[src/design/rotate_point_about_center_unit_macros.svh]
// Assertion macros shared by the rotation unit.
`ifndef ROTATE_POINT_ABOUT_CENTER_UNIT_MACROS_SVH
`define ROTATE_POINT_ABOUT_CENTER_UNIT_MACROS_SVH

// Same-cycle implication, checked outside reset.
`define RPC_ASSERT_NOW(name, clk, rst_n, ante, cons) \
	name: assert property (@(posedge clk) disable iff (!rst_n) (ante) |-> (cons)) \
		else $error("rotate_point_about_center_unit: same-cycle check failed");

// Next-cycle implication, checked outside reset.
`define RPC_ASSERT_NEXT(name, clk, rst_n, ante, cons) \
	name: assert property (@(posedge clk) disable iff (!rst_n) (ante) |=> (cons)) \
		else $error("rotate_point_about_center_unit: next-cycle check failed");

`endif

[src/design/rpc_pkg.sv]
// Package of the rotation unit: defaults, CORDIC constants, quadrant codes and types.
package rpc_pkg;

	// Default configuration of the unit.
	localparam int COORD_WIDTH_DEF    = 24;
	localparam int ANGLE_WIDTH_DEF    = 16;
	localparam int ROTATION_STEPS_DEF = 16;
	localparam int MAX_STEPS          = 32;

	// Start vector length: the inverse CORDIC gain in Q30.
	localparam logic signed [31:0] CORDIC_GAIN = 32'sd652032874;

	// Quarter turn picked by the top angle bits.
	localparam logic [1:0] QUAD_0 = 2'd0;
	localparam logic [1:0] QUAD_1 = 2'd1;
	localparam logic [1:0] QUAD_2 = 2'd2;
	localparam logic [1:0] QUAD_3 = 2'd3;

	// Arctangent of 2^-i in units of 2^32 per turn.
	localparam logic signed [31:0] ATAN_TURN [MAX_STEPS] = '{
		32'sh20000000, 32'sh12E4051E, 32'sh09FB385B, 32'sh051111D4,
		32'sh028B0D43, 32'sh0145D7E1, 32'sh00A2F61E, 32'sh00517C55,
		32'sh0028BE53, 32'sh00145F2F, 32'sh000A2F98, 32'sh000517CC,
		32'sh00028BE6, 32'sh000145F3, 32'sh0000A2FA, 32'sh0000517D,
		32'sh000028BE, 32'sh0000145F, 32'sh00000A30, 32'sh00000518,
		32'sh0000028C, 32'sh00000146, 32'sh000000A3, 32'sh00000051,
		32'sh00000029, 32'sh00000014, 32'sh0000000A, 32'sh00000005,
		32'sh00000003, 32'sh00000001, 32'sh00000001, 32'sh00000000
	};

	// CORDIC working vector and residual angle.
	typedef struct packed {
		logic signed [31:0] c;
		logic signed [31:0] s;
		logic signed [31:0] z;
	} rpc_cordic_t;

endpackage

[src/design/rpc_cordic_step.sv]
// One registered micro-rotation of the rotation-mode CORDIC chain.
module rpc_cordic_step #(
	parameter int SIDE_W = 8,
	parameter int STEP   = 0
) (
	input  logic                clk,
	input  logic                en,
	input  rpc_pkg::rpc_cordic_t cor_in,
	input  logic [SIDE_W-1:0]   side_in,
	output rpc_pkg::rpc_cordic_t cor_s1,
	output logic [SIDE_W-1:0]   side_s1
);
	import rpc_pkg::*;

	localparam logic [4:0] STEP_IDX = 5'(STEP);
	localparam logic signed [31:0] ANGLE_STEP = ATAN_TURN[STEP_IDX];

	logic signed [31:0] c_cur;
	logic signed [31:0] s_cur;
	logic signed [31:0] c_sh;
	logic signed [31:0] s_sh;
	rpc_cordic_t        cor_nxt;

	// Rotate towards a zero residual angle by arctan(2^-STEP).
	always_comb begin
		c_cur = cor_in.c;
		s_cur = cor_in.s;
		c_sh  = c_cur >>> STEP;
		s_sh  = s_cur >>> STEP;
		if (!cor_in.z[31]) begin
			cor_nxt.c = c_cur - s_sh;
			cor_nxt.s = s_cur + c_sh;
			cor_nxt.z = cor_in.z - ANGLE_STEP;
		end else begin
			cor_nxt.c = c_cur + s_sh;
			cor_nxt.s = s_cur - c_sh;
			cor_nxt.z = cor_in.z + ANGLE_STEP;
		end
	end

	// Stage register; the side payload rides along unchanged.
	always_ff @(posedge clk) begin
		if (en) begin
			cor_s1  <= cor_nxt;
			side_s1 <= side_in;
		end
	end
endmodule

[config.mk]
export PLATFORM = sky130hd
export DESIGN_NAME = rpc_cordic_step
export DESIGN_NICKNAME = d
export VERILOG_FILES = /design/src/design/rotate_point_about_center_unit_macros.svh /design/src/design/rpc_pkg.sv /design/src/design/rpc_cordic_step.sv
export SDC_FILE = /design/constraint.sdc
export NUM_CORES = 1
export LEC_CHECK = 0
export BUFFER_PORTS_ARGS = -buffer_cell sky130_fd_sc_hd__buf_2
export CAP_MARGIN = 5
export CORE_MARGIN = 10
export CORE_UTILIZATION = 55
export DETAILED_ROUTE_END_ITERATION = 10
export GPL_TIMING_DRIVEN = 1
export MAX_ROUTING_LAYER = met4
export PLACE_DENSITY = 0.88
export SETUP_SLACK_MARGIN = 0.05
export SYNTH_ARGS = -nofsm -noshare
export SYNTH_HDL_FRONTEND = slang
export SYNTH_SLANG_ARGS = --single-unit
[constraint.sdc]
create_clock -name clk -period 3 [get_ports clk]
set_input_delay 0.45 -clock clk [delete_from_list [all_inputs] [get_ports clk]]
set_output_delay 0.45 -clock clk [all_outputs]
set_load 0.005 [all_outputs]
==> flow_metrics.tcl <==
set metrics [dict create \
    outcome "finished, final reports clean" \
    die_w_um 145 \
    dp_cells 1497 \
    wire_per_inst_um 20.4 \
    final_cell_area_mm2 0.0118 \
    ir_drop_mv 0.322 \
    yosysWarnings 0 \
    drtPass1Iterations 8 \
    grt_use_total_pct 28.4 \
    path_class "in2reg" \
    overflow 0 \
    synth_edf_count 103 \
    place_area_mm2 0.0112 \
    critPathRequiredTime_ps 3090 \
    num_vias 8936 \
    nets 1515 \
    routabilityCongestion 1.03 \
    cp-endpoint "cor_s1[62]" \
    cts_tree "done" \
    max_freq_mhz 344 \
    rsz0062_at_grt "true" \
    p_total_mw 5.19 \
    drv_slew 0 \
    ys_seq_area_share_pct 36.0 \
    yosysMostFrequentCell "edfxtp_1" \
    vias_per_cell 5.85 \
    finalSetupViolations 0 \
    yosysTopAreaCellShare_pct 36.0 \
    ys_async_sr_fraction_pct 0 \
    synth_fp_nets 1125 \
    critical_path_arrival_ps 3000 \
    syn_area_mm2 0.00858 \
    route.detailed.drc 0 \
    met1_usage_pct 36.1 \
    finalCritPeriodShare_pct 96.9 \
    worst-path-max-fanout 4 \
    cts_buffers 9 \
    core_mm2 0.0153 \
    slew_headroom_pct 62.4 \
    fin_cells 1527 \
    ant_nets 0 \
    dp_hpwl_um 25100 \
    drive_gt1_share_pct 38.2 \
    min_path_type "in2reg" \
    port_buffers 209 \
    clockBufferDepth 2 \
    ioPinCount 210 \
    tightest_slew_ps 564 \
    hold_viol 0 \
    grt_use_met2_pct 46.3 \
    dr.first_iter.drc_count 929 \
    maxCapViolCount 0 \
    area_delta_synth_final_pct 37.6 \
    setup_tns_ps 0 \
    p_per_area_mw_per_mm2 439 \
    ys.flop_type "edfxtp_1" \
    yosys-top-cells-count "103 x edfxtp_1, 101 x a21oi_1, 94 x ha_1" \
    cts-root-buf "clkbuf_16" \
    rows 45 \
    die_h_um 145 \
    h-tree-depth 3 \
    initial_core_util_pct 56.3 \
    synth_top_cell_by_area "edfxtp_1" \
    clk_pin_slew_ps 70 \
    grt_start_max_net_pins 48 \
    synthDistinctLibCells 81 \
    holdBufCountCts 0 \
    netlist_instances 921 \
    grt_first_pass_wirelength_um 47500 \
    routed_wl_um 31200 \
    period_minus_slack_ps 2910 \
    cp-startpoint "cor_in[35]" \
    syn_area_per_cell_um2 9.32 \
    synth-seq-cells 103 \
    grt_busiest_layer "met2" \
    power.leakage_nw 5.47 \
    whs_ps 266 \
    grt_pass1_vias 8633 \
    synth_top_cells_by_area "edfxtp_1 36%, ha_1 14%, a21oi_1 5.9%" \
    antenna_cells 0 \
    worstSetupStartpointType "input pin" \
    n_fill_cell 1056 \
    numClockSinks 103 \
    die-area_mm2 0.0210 \
    antenna_found_initial 0 \
    gr-usage-met3_pct 4.56 \
    end_kind "register" \
]
-- registers in the layout, indices dropped and copies added, names as in the netlist --
signal and flops:
cor_s1 95, side_s1 8
-- worst max-delay path, stage by stage --
cell and delay [ps]:
buf_2 120, buf_4 140, ha_1 280, a21o_1 220, a2111oi_4 420, o211ai_1 190, nand2_2 170, o211ai_1 160
a221oi_2 350, o2111a_1 270, a21oi_2 40, xor2_1 170
-- through the flow --
stage          utilization (%)  setup WS [ps]
6_report                  77.4           93.7
5_1_grt                   77.4          -29.7
4_1_cts                   75.5           51.9
3_5_place_dp              73.3           -345
3_3_place_gp              73.3           -274
2_1_floorplan                -            186
-- cells in the final DEF, fill, tap and decap left out, drive strengths merged, types with 4 or more instances in the layout --
cell type,count
clkinv,4
o21bai,13
nor4,7
buf,420
a21o,10
a211o,4
nor2b,7
or3,7
o21ai,64
o2111ai,4
o211ai,12
xor2,10
nand3,13
a211oi,11
nor3,10
a21boi,5
mux2i,12
xnor2,50
nand4,11
clkbuf,9
nand2,48
and2,4
a21oi,103
nand2b,11
o41ai,4
inv,100
o31ai,12
nor2,79
fa,4
a31oi,10
a2111oi,4
o21a,11
ha,94
and3,4
edfxtp,103
-- layout make-up --
class | instances | area, µm² | area share (%)
clock buffers | 9 | 225 | 1.91
flip-flops and latches | 103 | 3090 | 26.2
clock inverters | 7 | 88.8 | 0.752
multi-input cells | 679 | 5120 | 43.4
repair buffers | 420 | 2650 | 22.4
inverters | 98 | 368 | 3.11
well taps | 211 | 264 | 2.23
-- what timing repair did --
action	in CTS	in global routing
buffers inserted	0	14
endpoints found under the setup margin	3	22
resized for setup	2	42
gates cloned	0	0
pin swaps	0	25
-- kinds of logic after synthesis --
family	after synthesis	synth area share (%)
adder cells (fa/ha/maj)	98	14.6
flip-flops	103	36.0
multiplexers	12	1.40
AO/OA/AOI/OAI	296	23.2
XOR/XNOR	60	6.12
buffers and inverters	139	6.59
AND/OR/NAND/NOR	213	12.0
-- power breakdown --
group,internal (mW),switching (mW)
sequential,1.84,0.0733
combinational,0.929,1.11
clock,0.666,0.566
-- how the worst min path moves through the flow --
| stage | start | end | slack [ps] | cells after the start |
|---|---|---|---|---|
| after global placement | side_in[2] | side_s1[2] | 630 | 1 |
| after floorplan | cor_in[0] | cor_s1[0] | 550 | 0 |
| after CTS | cor_in[5] | cor_s1[5] | 260 | 1 |
| after detailed placement | cor_in[5] | cor_s1[5] | 630 | 1 |
| final | side_in[4] | side_s1[4] | 270 | 1 |
| after global routing | cor_in[23] | cor_s1[23] | 260 | 1 |
-- layer usage --
metal | routed length [µm] | vias to the layer above
met4 | 716 | 0
met1 | 12800 | 4149
met3 | 3020 | 73
met5 | 0 | -
li1 | - | 4096
met2 | 14600 | 618
Note: power is estimated with default switching activity, not from simulation.
