==> src/design/rotate_point_about_center_unit_macros.svh <==
// Assertion macros shared by the rotation unit.
`ifndef ROTATE_POINT_ABOUT_CENTER_UNIT_MACROS_SVH
`define ROTATE_POINT_ABOUT_CENTER_UNIT_MACROS_SVH

// Same-cycle implication, checked outside reset.
`define RPC_ASSERT_NOW(name, clk, rst_n, ante, cons) \
	name: assert property (@(posedge clk) disable iff (!rst_n) (ante) |-> (cons)) \
		else $error("rotate_point_about_center_unit: same-cycle check failed");

// Next-cycle implication, checked outside reset.
`define RPC_ASSERT_NEXT(name, clk, rst_n, ante, cons) \
	name: assert property (@(posedge clk) disable iff (!rst_n) (ante) |=> (cons)) \
		else $error("rotate_point_about_center_unit: next-cycle check failed");

`endif

==> src/design/rpc_pkg.sv <==
// Package of the rotation unit: defaults, CORDIC constants, quadrant codes and types.
package rpc_pkg;

	// Default configuration of the unit.
	localparam int COORD_WIDTH_DEF    = 24;
	localparam int ANGLE_WIDTH_DEF    = 16;
	localparam int ROTATION_STEPS_DEF = 16;
	localparam int MAX_STEPS          = 32;

	// Start vector length: the inverse CORDIC gain in Q30.
	localparam logic signed [31:0] CORDIC_GAIN = 32'sd652032874;

	// Quarter turn picked by the top angle bits.
	localparam logic [1:0] QUAD_0 = 2'd0;
	localparam logic [1:0] QUAD_1 = 2'd1;
	localparam logic [1:0] QUAD_2 = 2'd2;
	localparam logic [1:0] QUAD_3 = 2'd3;

	// Arctangent of 2^-i in units of 2^32 per turn.
	localparam logic signed [31:0] ATAN_TURN [MAX_STEPS] = '{
		32'sh20000000, 32'sh12E4051E, 32'sh09FB385B, 32'sh051111D4,
		32'sh028B0D43, 32'sh0145D7E1, 32'sh00A2F61E, 32'sh00517C55,
		32'sh0028BE53, 32'sh00145F2F, 32'sh000A2F98, 32'sh000517CC,
		32'sh00028BE6, 32'sh000145F3, 32'sh0000A2FA, 32'sh0000517D,
		32'sh000028BE, 32'sh0000145F, 32'sh00000A30, 32'sh00000518,
		32'sh0000028C, 32'sh00000146, 32'sh000000A3, 32'sh00000051,
		32'sh00000029, 32'sh00000014, 32'sh0000000A, 32'sh00000005,
		32'sh00000003, 32'sh00000001, 32'sh00000001, 32'sh00000000
	};

	// CORDIC working vector and residual angle.
	typedef struct packed {
		logic signed [31:0] c;
		logic signed [31:0] s;
		logic signed [31:0] z;
	} rpc_cordic_t;

endpackage

==> src/design/rpc_quad_map.sv <==
// Registered quarter-turn correction that turns the CORDIC vector into rotation coefficients.
module rpc_quad_map #(
	parameter int COORD_WIDTH = rpc_pkg::COORD_WIDTH_DEF
) (
	input  logic                          clk,
	input  logic                          en,
	input  rpc_pkg::rpc_cordic_t          cor,
	input  logic [1:0]                    quad,
	input  logic signed [COORD_WIDTH:0]   off_x,
	input  logic signed [COORD_WIDTH:0]   off_y,
	input  logic signed [COORD_WIDTH-1:0] ctr_x,
	input  logic signed [COORD_WIDTH-1:0] ctr_y,
	output logic signed [31:0]            x_coef_a_s1,
	output logic signed [31:0]            x_coef_b_s1,
	output logic signed [31:0]            y_coef_a_s1,
	output logic signed [31:0]            y_coef_b_s1,
	output logic signed [COORD_WIDTH:0]   off_x_s1,
	output logic signed [COORD_WIDTH:0]   off_y_s1,
	output logic signed [COORD_WIDTH-1:0] ctr_x_s1,
	output logic signed [COORD_WIDTH-1:0] ctr_y_s1
);
	import rpc_pkg::*;

	logic signed [31:0] cos_v;
	logic signed [31:0] sin_v;
	logic signed [31:0] nsin_v;

	// Apply the quarter turn exactly by swapping and negating.
	always_comb begin
		unique case (quad)
			QUAD_0: begin
				cos_v  = cor.c;
				sin_v  = cor.s;
				nsin_v = -cor.s;
			end
			QUAD_1: begin
				cos_v  = -cor.s;
				sin_v  = cor.c;
				nsin_v = -cor.c;
			end
			QUAD_2: begin
				cos_v  = -cor.c;
				sin_v  = -cor.s;
				nsin_v = cor.s;
			end
			default: begin
				cos_v  = cor.s;
				sin_v  = -cor.c;
				nsin_v = cor.c;
			end
		endcase
	end

	// x' = dx*cos + dy*(-sin), y' = dx*sin + dy*cos.
	always_ff @(posedge clk) begin
		if (en) begin
			x_coef_a_s1 <= cos_v;
			x_coef_b_s1 <= nsin_v;
			y_coef_a_s1 <= sin_v;
			y_coef_b_s1 <= cos_v;
			off_x_s1    <= off_x;
			off_y_s1    <= off_y;
			ctr_x_s1    <= ctr_x;
			ctr_y_s1    <= ctr_y;
		end
	end
endmodule

==> config.mk <==
export PLATFORM = sky130hd
export DESIGN_NAME = rpc_quad_map
export DESIGN_NICKNAME = d
export VERILOG_FILES = /design/src/design/rotate_point_about_center_unit_macros.svh /design/src/design/rpc_pkg.sv /design/src/design/rpc_quad_map.sv
export SDC_FILE = /design/constraint.sdc
export NUM_CORES = 1
export LEC_CHECK = 0
export BUFFER_PORTS_ARGS = -buffer_cell sky130_fd_sc_hd__buf_2
export CORE_AREA = 3 3 163 165
export CTS_CLUSTER_SIZE = 25
export DETAILED_ROUTE_END_ITERATION = 10
export DIE_AREA = 0 0 166 168
export PLACE_DENSITY_LB_ADDON = 0.05
export SYNTH_ARGS = -nofsm -noshare
export SYNTH_HDL_FRONTEND = slang
export SYNTH_SLANG_ARGS = --single-unit
==> constraint.sdc <==
create_clock -name clk -period 7.7 [get_ports clk]
set_input_delay 0.77 -clock clk [delete_from_list [all_inputs] [get_ports clk]]
set_output_delay 0.77 -clock clk [all_outputs]
set_load 0.02 [all_outputs]
==> results.md <==
- Largest net degree at the start of global routing: 105
- Post-synth top cells: edfxtp_1 (193), nand2_1 (89), nor2_1 (89)
- DRC viols: 0
- Status: completed
- HPWL after DPL: 25,500 um
- Post-synthesis async set-or-reset flop share: 0%
- Tmin final: 3.63 ns
- Place WS: ~3.7 ns
- RSZ-0062 raised after global routing: no
- FF+latch area: approximately 0.0058 sq mm
- Mean Syn Cell Area: between 10 and 15 sq um
- Power per Cell Area: 212 mW/mm^2
- Root Driver: clkbuf_16
- # rows: just under 60
- Most common flop cell mapped by yosys: edfxtp_1
- Setup violations, final: 0
- Most frequent cell after synthesis: edfxtp_1
- GRT overflow: 0
- Part of the Yosys area used for sequential elements: about 55%
- Switching pwr: 879 uW
- Area occupied by multi-input gates: around 0.0042 sq mm
- DR vias: 9,353
- Area delta synth->final: 23.8%
- CTS tree: yes
- Cts repair resizes: 0
- Leakage Power: 0.00516 uW
- Worst path required time: 7.86 ns
- Initial Utilization: roughly 42%
- Clock power frac: 33.3%
- Clock slew at reported path FFs: 0.08 ns
- Flop pwr share: 46.8%
- Sw Share: 31.7%
- # clock sinks: 193
- Synth Cell Area: 0.0106 sq mm
- Main area contributors after synthesis: edfxtp_1 (55%), nand2_1 (3.2%), nor2_1 (3.2%)
- Die width: 166 um
- Worst setup SP type: primary input
- Max_slew headroom: approximately 30%
- TritonCTS buffer count: 17
- Worst-Margin Slew: 1.05 ns
- Post-synth EDFFs: roughly 190
- Sum of negative setup slack: 0 ns
- Overall power: 2770 uW
- Drt pass-1 iters: 6
- Detail-routed via count per cell: 5.68
- Setup CP Type: in -> reg
- CTS H-tree lvls: 4
- IO buf count: between 300 and 400
- Post-CTS Hold Buffers: 0
- Global Route Usage Sum: 23.8%
- Post-synth top area cell: edfxtp_1
- Share of layout cells above drive strength 1: 35.4%
- Yosys warns: 0
- Worst Path Max Fanout: 38
- Final #Nets: 1,505
- Starting DRT DRC Count: 1,025
- Final setup margin: 4.07 ns
- Post-CTS Setup Repair Bufs: 0
- Placed cell areas: 0.0125 sq mm
- Full die area: between 0.02 and 0.03 sq mm
- Critical path capture point type: register
- CP arrival: ~3.8 ns
- Gpl congestion: 0.905
- Final Hold Vio Count: 0
- Initial antenna violation count: 2
- Non-Filler Cell Area, Final: 0.0131 sq mm
- Max Fclk: between 0.2 and 0.3 GHz
- Max Cap Violations: 0
- Fillers: 2,332
- Max VDD drop: ~0.14 mV
- Final wirelength: between 30,000 and 40,000 um
- IO Count: around 420
- Flop and latch count out of synthesis: 193
- Cell variety after synth: 78
- WL per Instance: 21.1 um
- Post-synth top area share: a little over half
- Core area: 0.0252 sq mm
- Chip height: 168 um
- Combinational power share: 19.9%
- # diodes: 0
- Hold Path Class: in -> reg
- Post-synthesis cell count: ~1,000
- Internal power: between 1500 and 2000 uW
- Max-slew violations: 0
- First-pass GRT wire length: 51,700 um
- Max clock buf depth: 2
- Syn_nets: 1,195
- Antenna viol nets, final: 0
- Fin crit share: around 47%
- Vias in the first global route: 8,482
-- layout by cell type (no fill, tap or decap), types with 6 or more instances in the layout --
cell	netlist	final
inv_1	19	18
buf_4	33	7
a22oi_1	6	6
or4_1	10	10
o21ai_0	59	59
o22ai_1	13	13
o211a_1	8	8
clkbuf_16	0	17
nor2b_1	8	8
a32oi_1	11	11
and3_1	7	7
o211ai_1	9	9
nand2_1	89	89
nand3_1	41	41
nor3_1	46	46
a211oi_1	14	14
nor4_1	14	14
nand2b_1	8	8
or3_1	15	15
edfxtp_1	193	193
mux4_2	7	7
nand4_1	7	7
a31oi_1	18	18
a21oi_1	59	59
nor2_1	89	89
buf_2	7	389
mux2i_1	15	15
o31ai_1	12	12
-- registers in the layout, summed over array words and instances (netlist names) --
| signal | flops |
|---|---|
| ctr_x_s1 | 24 |
| ctr_y_s1 | 24 |
| off_x_s1 | 25 |
| off_y_s1 | 25 |
| x_coef_b_s1 | 32 |
| y_coef_a_s1 | 31 |
| y_coef_b_s1 | 32 |
-- critical path, cell delays in order --
cell      delay, ns
buf_2          0.58
inv_1          0.71
buf_4          0.46
nor2_1         0.78
nand2_1        0.12
nor2_1         0.12
a211oi_1       0.06
a21boi_1       0.16
-- power by group through the flow --
stage / registers [uW] / clock network (uW) / logic [uW]
final: 1300 / 923 / 552
after floorplan: 1450 / 0 / 212
after CTS: 1300 / 949 / 554
after global routing: 1310 / 988 / 590
after global placement: 1320 / 0 / 549
after detailed placement: 1320 / 0 / 552
-- layout make-up --
class	instances	share of cell area, %
Clock inverter	15	1.41
Clock buffer	17	3.25
Timing Repair Buffer	398	15.5
Tap cell	330	3.15
Inverter	19	0.545
Sequential cell	193	44.3
Multi-Input combinational cell	676	31.9
-- logic make-up (layout without fill, tap and decap cells) --
logic type	count (synthesis)	count (layout)	synth area share (%)
AOI/OAI and AO/OA	270	270	17.2
and+or+nand+nor	371	371	18.1
muxes	27	27	3.44
buffers and inverters	126	449	5.73
adders and majority gates	2	2	0.237
DFF	193	193	54.8
xor gates and xnor gates	6	6	0.497
-- through the flow --
stage               instances  util, %  hold slack (ns)
detailed placement       1616     49.6            0.948
global route             1648     52.0            0.475
finish                   1648     52.0            0.498
global placement         1616     49.6            0.947
floorplan                 995        -            0.869
CTS                      1648     52.0            0.476
-- path summary, 6_finish.rpt --
path,to,slack (ns),start,cells after the start
worst max-delay path,y_coef_b_s1[31]$_DFFE_PP_,4.07,quad[1],8
worst min-delay path,ctr_x_s1[5]$_DFFE_PP_,0.50,ctr_x[5],1
-- layer usage --
| layer | up-vias | part of all wire, % | routed length (um) | global-route usage [%] |
|---|---|---|---|---|
| li1 | 4437 | - | - | - |
| met1 | 4424 | 42 | 14700 | 31.7 |
| met2 | 431 | 48 | 16700 | 39.5 |
| met3 | 57 | 6.9 | 2410 | 4.53 |
| met4 | 4 | 2.8 | 960 | 8.43 |
| met5 | - | 0.060 | 21 | 0 |
No activity file was read; power rests on OpenSTA's default activity.
